### src/hw/rtl/qte_pkg.sv
// Shared types, widths, constants and helpers for the quaternion to Euler angle block.
// Used by qte_isqrt, qte_cordic and quaternion_to_euler_angles_top.
// No dependencies.
package qte_pkg;

    // Operand width of the atan2 inputs (Q.28 sums and differences, with headroom).
    localparam int OPW = 35;
    // Width of the CORDIC vector coordinates (growth and pre-rotation headroom).
    localparam int CW = 38;
    // Width of the Q.30 angle accumulator.
    localparam int AW = 34;
    // Width of the square-root radicand (values up to 2^56) and its running root.
    localparam int SQ_W = 57;
    localparam int RT_W = 58;
    // One result bit is produced per square-root step.
    localparam int SQRT_STEPS = 29;
    // Largest CORDIC depth the arctangent table supports.
    localparam int ATAN_LEN = 24;
    localparam int CORDIC_STAGES_DEF = 16;

    localparam logic signed [OPW-1:0] ONE_Q28 = 35'sd268435456;
    localparam logic signed [AW-1:0] HALF_PI_Q30 = 34'sd1686629713;
    localparam logic signed [16:0] ANGLE_MAX_Q13 = 17'sd25736;

    // Register index of the reprojection mode bit.
    localparam logic REG_REPROJECT = 1'b0;

    // atan(2^-i) in Q.30, truncated.
    localparam logic signed [AW-1:0] ATAN_Q30 [ATAN_LEN] = '{
        34'sh03243F6A8, 34'sh01DAC6705, 34'sh00FADBAFC, 34'sh007F56EA6,
        34'sh003FEAB76, 34'sh001FFD55B, 34'sh000FFFAAA, 34'sh0007FFF55,
        34'sh0003FFFEA, 34'sh0001FFFFD, 34'sh0000FFFFF, 34'sh00007FFFF,
        34'sh00003FFFF, 34'sh00001FFFF, 34'sh00000FFFF, 34'sh000007FFF,
        34'sh000003FFF, 34'sh000001FFF, 34'sh000000FFF, 34'sh0000007FF,
        34'sh0000003FF, 34'sh0000001FF, 34'sh0000000FF, 34'sh00000007F
    };

    // Operands that travel alongside the square-root pipeline.
    typedef struct packed {
        logic                  valid;
        logic                  mode;
        logic signed [OPW-1:0] rnum;
        logic signed [OPW-1:0] rden;
        logic signed [OPW-1:0] pnum;
        logic signed [OPW-1:0] pden;
        logic signed [OPW-1:0] ynum;
        logic signed [OPW-1:0] yden;
    } qte_ops_t;

    // Round a Q.30 angle to Q3.13 and saturate to plus or minus pi.
    function automatic logic [15:0] to_q13(input logic signed [AW-1:0] a);
        logic signed [AW-1:0] s;
        logic signed [AW-18:0] r;
        begin
            s = a + AW'(65536);
            r = (AW-17)'(s >>> 17);
            if (r > ANGLE_MAX_Q13) begin
                r = ANGLE_MAX_Q13;
            end else if (r < -ANGLE_MAX_Q13) begin
                r = -ANGLE_MAX_Q13;
            end
            return r[15:0];
        end
    endfunction

endpackage

### src/hw/rtl/qte_isqrt.sv
// Pipelined integer square root, one result bit per register stage.
// Depends on qte_pkg.
module qte_isqrt
    import qte_pkg::*;
(
    input  logic            aclk,
    input  logic            en,
    input  logic [SQ_W-1:0] radicand,
    output logic [28:0]     root
);

    logic [SQ_W-1:0] n_reg [SQRT_STEPS];
    logic [RT_W-1:0] r_reg [SQRT_STEPS];

    // Each step tries the next bit pair of the radicand.
    for (genvar k = 0; k < SQRT_STEPS; k++) begin : g_step
        localparam int SH = SQ_W - 1 - 2 * k;
        logic [RT_W-1:0] bit_val;
        logic [RT_W-1:0] n_in;
        logic [RT_W-1:0] r_in;
        logic [RT_W-1:0] trial;
        logic [SQ_W-1:0] n_next;
        logic [RT_W-1:0] r_next;

        if (k == 0) begin : g_first
            assign n_in = RT_W'(radicand);
            assign r_in = '0;
        end else begin : g_rest
            assign n_in = RT_W'(n_reg[k-1]);
            assign r_in = r_reg[k-1];
        end

        always_comb begin
            bit_val = RT_W'(1) << SH;
            trial = r_in + bit_val;
            if (n_in >= trial) begin
                n_next = SQ_W'(n_in - trial);
                r_next = (r_in >> 1) + bit_val;
            end else begin
                n_next = SQ_W'(n_in);
                r_next = r_in >> 1;
            end
        end

        always_ff @(posedge aclk) begin
            if (en) begin
                n_reg[k] <= n_next;
                r_reg[k] <= r_next;
            end
        end
    end

    assign root = r_reg[SQRT_STEPS-1][28:0];

endmodule

### config.mk
export PLATFORM = sky130hd
export DESIGN_NAME = qte_isqrt
export DESIGN_NICKNAME = d
export VERILOG_FILES = /design/src/hw/rtl/qte_pkg.sv /design/src/hw/rtl/qte_isqrt.sv
export SDC_FILE = /design/constraint.sdc
export NUM_CORES = 2
export LEC_CHECK = 0
export CAP_MARGIN = 25
export CORE_MARGIN = 2
export CORE_UTILIZATION = 25
export CTS_CLUSTER_DIAMETER = 60
export DETAILED_ROUTE_END_ITERATION = 8
export DONT_BUFFER_PORTS = 1
export GPL_TIMING_DRIVEN = 0
export PLACE_DENSITY = 0.48
export REMOVE_ABC_BUFFERS = 1
export SLEW_MARGIN = 10
export SYNTH_ARGS = -nofsm -noshare
export SYNTH_HDL_FRONTEND = slang
export SYNTH_SLANG_ARGS = --single-unit
### constraint.sdc
create_clock -name aclk -period 8.9 [get_ports aclk]
set_input_delay 1.335 -clock aclk [delete_from_list [all_inputs] [get_ports aclk]]
set_output_delay 1.335 -clock aclk [all_outputs]
set_load 0.01 [all_outputs]
==> reports/metrics.cfg <==
[run_status]
status=finished clean

[route]
viasPerCell=4.47
drtPass1Iterations=5
wirelength_um=213000
wire_per_inst_um=16.5
drcViolationCount=0
vias=57700
antenna_left=0
drt_iter0_drc=2988

[sta]
hold_slack_ns=0.344
finalMaxSlewViolations=0
tightest_slew_ns=1.16
period_minus_slack_ns=5.16
setup_slack_ns=3.74
clock.fmax_ghz=0.194
post-route-period-util=0.580
fin_skew_ns=0.146
setup_viol=0
grt_setup_unrepaired=false
slew_headroom=0.225
hold_viol=0

[grt]
grt_pass1_wl_um=334000
grt_max_degree=270
overflow=0
grt_usage=0.107
antenna_found_initial=1
grt_pass1_vias=60300

[cts]
cts_resized=0
cts_root_buf=clkbuf_16
cts_setup_buffers=0
cts-buffers-inserted=223
htreeDepth=4
clock_latency_ns=0.95
cts_hold_buffers=0
cts_tree=done
cts.sinks=2031
clockBufferDepth=4
clk_pin_slew_worst_paths_ns=0.06

[floorplanning]
die_y_um=624
rows=227
pin_count=88
coreArea_um2=383000
die_x_um=624
initial_core_util=0.251
dieArea_um2=390000

[cells_and_area]
drive_gt1_frac=0.0622
final_util=0.287
seq_area_um2=61000
n_fill_cell=38500
layout_commonest_cell=edfxtp_1
nNetsFinal=8208
final_cell_area_um2=110000
multiInputGateArea_um2=32700
syn_to_final_growth_pct=14.1
final_cell_mix=2031 x edfxtp_1, 555 x inv_1, 527 x nand2_1, 467 x nor2_1, 460 x ha_1
final_cells=12900
largest_register_ff_count=1596

[worst_setup_path]
slowest_delay_ns=0.72
cp.arrival_ns=5.72
reg2reg_slack_ns=3.74
worstPathCellList=ha_1 > or4b_2 > nor4_1 > nand3_1 > a211oi_1 > a2111o_2 > o211ai_1 > a31o_2 > or2_2 > nor4b_2 > xor2_1
worst_r2r_path_depth=11
cp_slowest_cell=a2111o_2
cp-start-kind=flip-flop
r2r_start=n_reg[1][371]
endpoint_kind=flip-flop
worstSetupPathType=flip-flop to flip-flop
cp_data_required_time_ns=9.46
r2r-end=n_reg[1][447]
worstPathMaxFanout=46

[yosys]
synthFlopType=edfxtp_1
ys_types=85
synth_seq_cells=2031
synth_top_family_by_area=simple AND/OR/NAND/NOR gates
ys_async_sr_fraction=0
syn_inst=7570
synthXorXnorAreaFrac=0.0619
synthAdderAreaFrac=0.0600
yosysSeqAreaShare=0.634
syn_avg_cell_area_um2=12.7
synthesis.area_um2=96200
synth-simple-area-share=0.118
synth_warnings=0
synth-edff-count=2031
synth.area.mux_share=0.00690
synth_compound_area_frac=0.0910

[hold_path]
hold_class=flip-flop to flip-flop
hold_path_depth=0
worstHoldEndpoint=n_reg[0][466]
hold_start=n_reg[0][409]

[placement]
placed_cell_area_um2=103000
gp_congestion=0.917
hpwl_um=159000
dpl.cell_count=12500
portBuffers=0
post-place-ws_ns=3.68

[power_and_ir_drop]
ir_drop_mv=0.165
leakage_uw=0.0400
p_per_area_nw_per_um2=251

[job]
maxCapViolations=0

power breakdown:
| part | switching (µW) | internal, µW | leakage [µW] |
|---|---|---|---|
| sequential | 883 | 12200 | 0.0195 |
| clock | 3720 | 5270 | 0.00343 |
| combinational | 3280 | 2260 | 0.0170 |
critical path, delay by kind of cell, from the launching register on:
kind,cells,cell delay (ns)
AO/OA/AOI/OAI,4,1.69
XOR/XNOR,1,0.11
adder cells (fa/ha/maj),1,0.61
flip-flops,1,0.39
AND/OR/NAND/NOR,5,2.05
per-stage QoR:
stage | total power [µW] | TNS (ns)
after floorplan | 17000 | 0
after global placement | 18500 | -77.54
after detailed placement | 18800 | 0
after CTS | 27900 | 0
after global routing | 29100 | 0
final | 27600 | 0
worst max-delay path by stage:
stage,startpoint,cells after the start,slack [ns],endpoint
finish,n_reg[1][371],11,3.74,n_reg[1][447]
global route,n_reg[1][371],11,3.55,n_reg[1][447]
CTS,n_reg[1][371],11,3.75,n_reg[1][447]
detailed placement,en,4,3.68,r_reg[1][702]
global placement,n_reg[1][160],10,-2.78,n_reg[1][223]
floorplan,n_reg[1][138],10,1.27,n_reg[1][219]
layer usage:
metal	vias to the layer above	part of all wire	track usage
li1	28600	-	-
met1	27400	0.37	0.105
met2	1113	0.54	0.211
met3	563	0.030	0.0149
met4	0	0.064	0.0642
met5	-	0	0
Yosys cell counts (all sizes together) (13+ instances only):
cell / instances / area [µm²]
a2111oi: 14 / 123
a211oi: 36 / 283
a21boi: 14 / 105
a21o: 184 / 1380
a21oi: 448 / 2250
a31o: 15 / 131
a31oi: 32 / 200
and2: 24 / 150
and3: 22 / 138
and4: 15 / 131
and4b: 13 / 130
buf: 14 / 72.6
clkbuf: 140 / 526
edfxtp: 2031 / 61000
ha: 460 / 5760
inv: 555 / 2080
mux2: 51 / 574
nand2: 528 / 1980
nand2b: 102 / 638
nand3: 117 / 586
nand3b: 15 / 113
nand4: 114 / 713
nand4b: 15 / 131
nor2: 467 / 1750
nor2b: 71 / 444
nor3: 219 / 1100
nor3b: 17 / 128
nor4: 267 / 1680
nor4b: 42 / 374
o211ai: 27 / 203
o21a: 77 / 578
o21ai: 368 / 1840
o21bai: 36 / 270
o31ai: 45 / 338
or2: 25 / 156
or3: 70 / 448
or4: 52 / 394
xnor2: 308 / 2700
xor2: 372 / 3260
cell type report:
class,instances,area share
clock buffer,275,0.0532
sequential,2031,0.555
antenna,1,0.0000228
clock inverter,119,0.0111
multi-input combinational,4830,0.298
timing repair buffer,47,0.00615
tap,5038,0.0574
inverter,555,0.0190
cells by family after synthesis:
group	count (synthesis)
muxes	60
DFF	2031
AOI/OAI and AO/OA	1413
adders and majority gates	461
buffers and inverters	709
xor gates and xnor gates	680
and+or+nand+nor	2215
other	1
No activity file was read; power rests on OpenSTA's default activity.
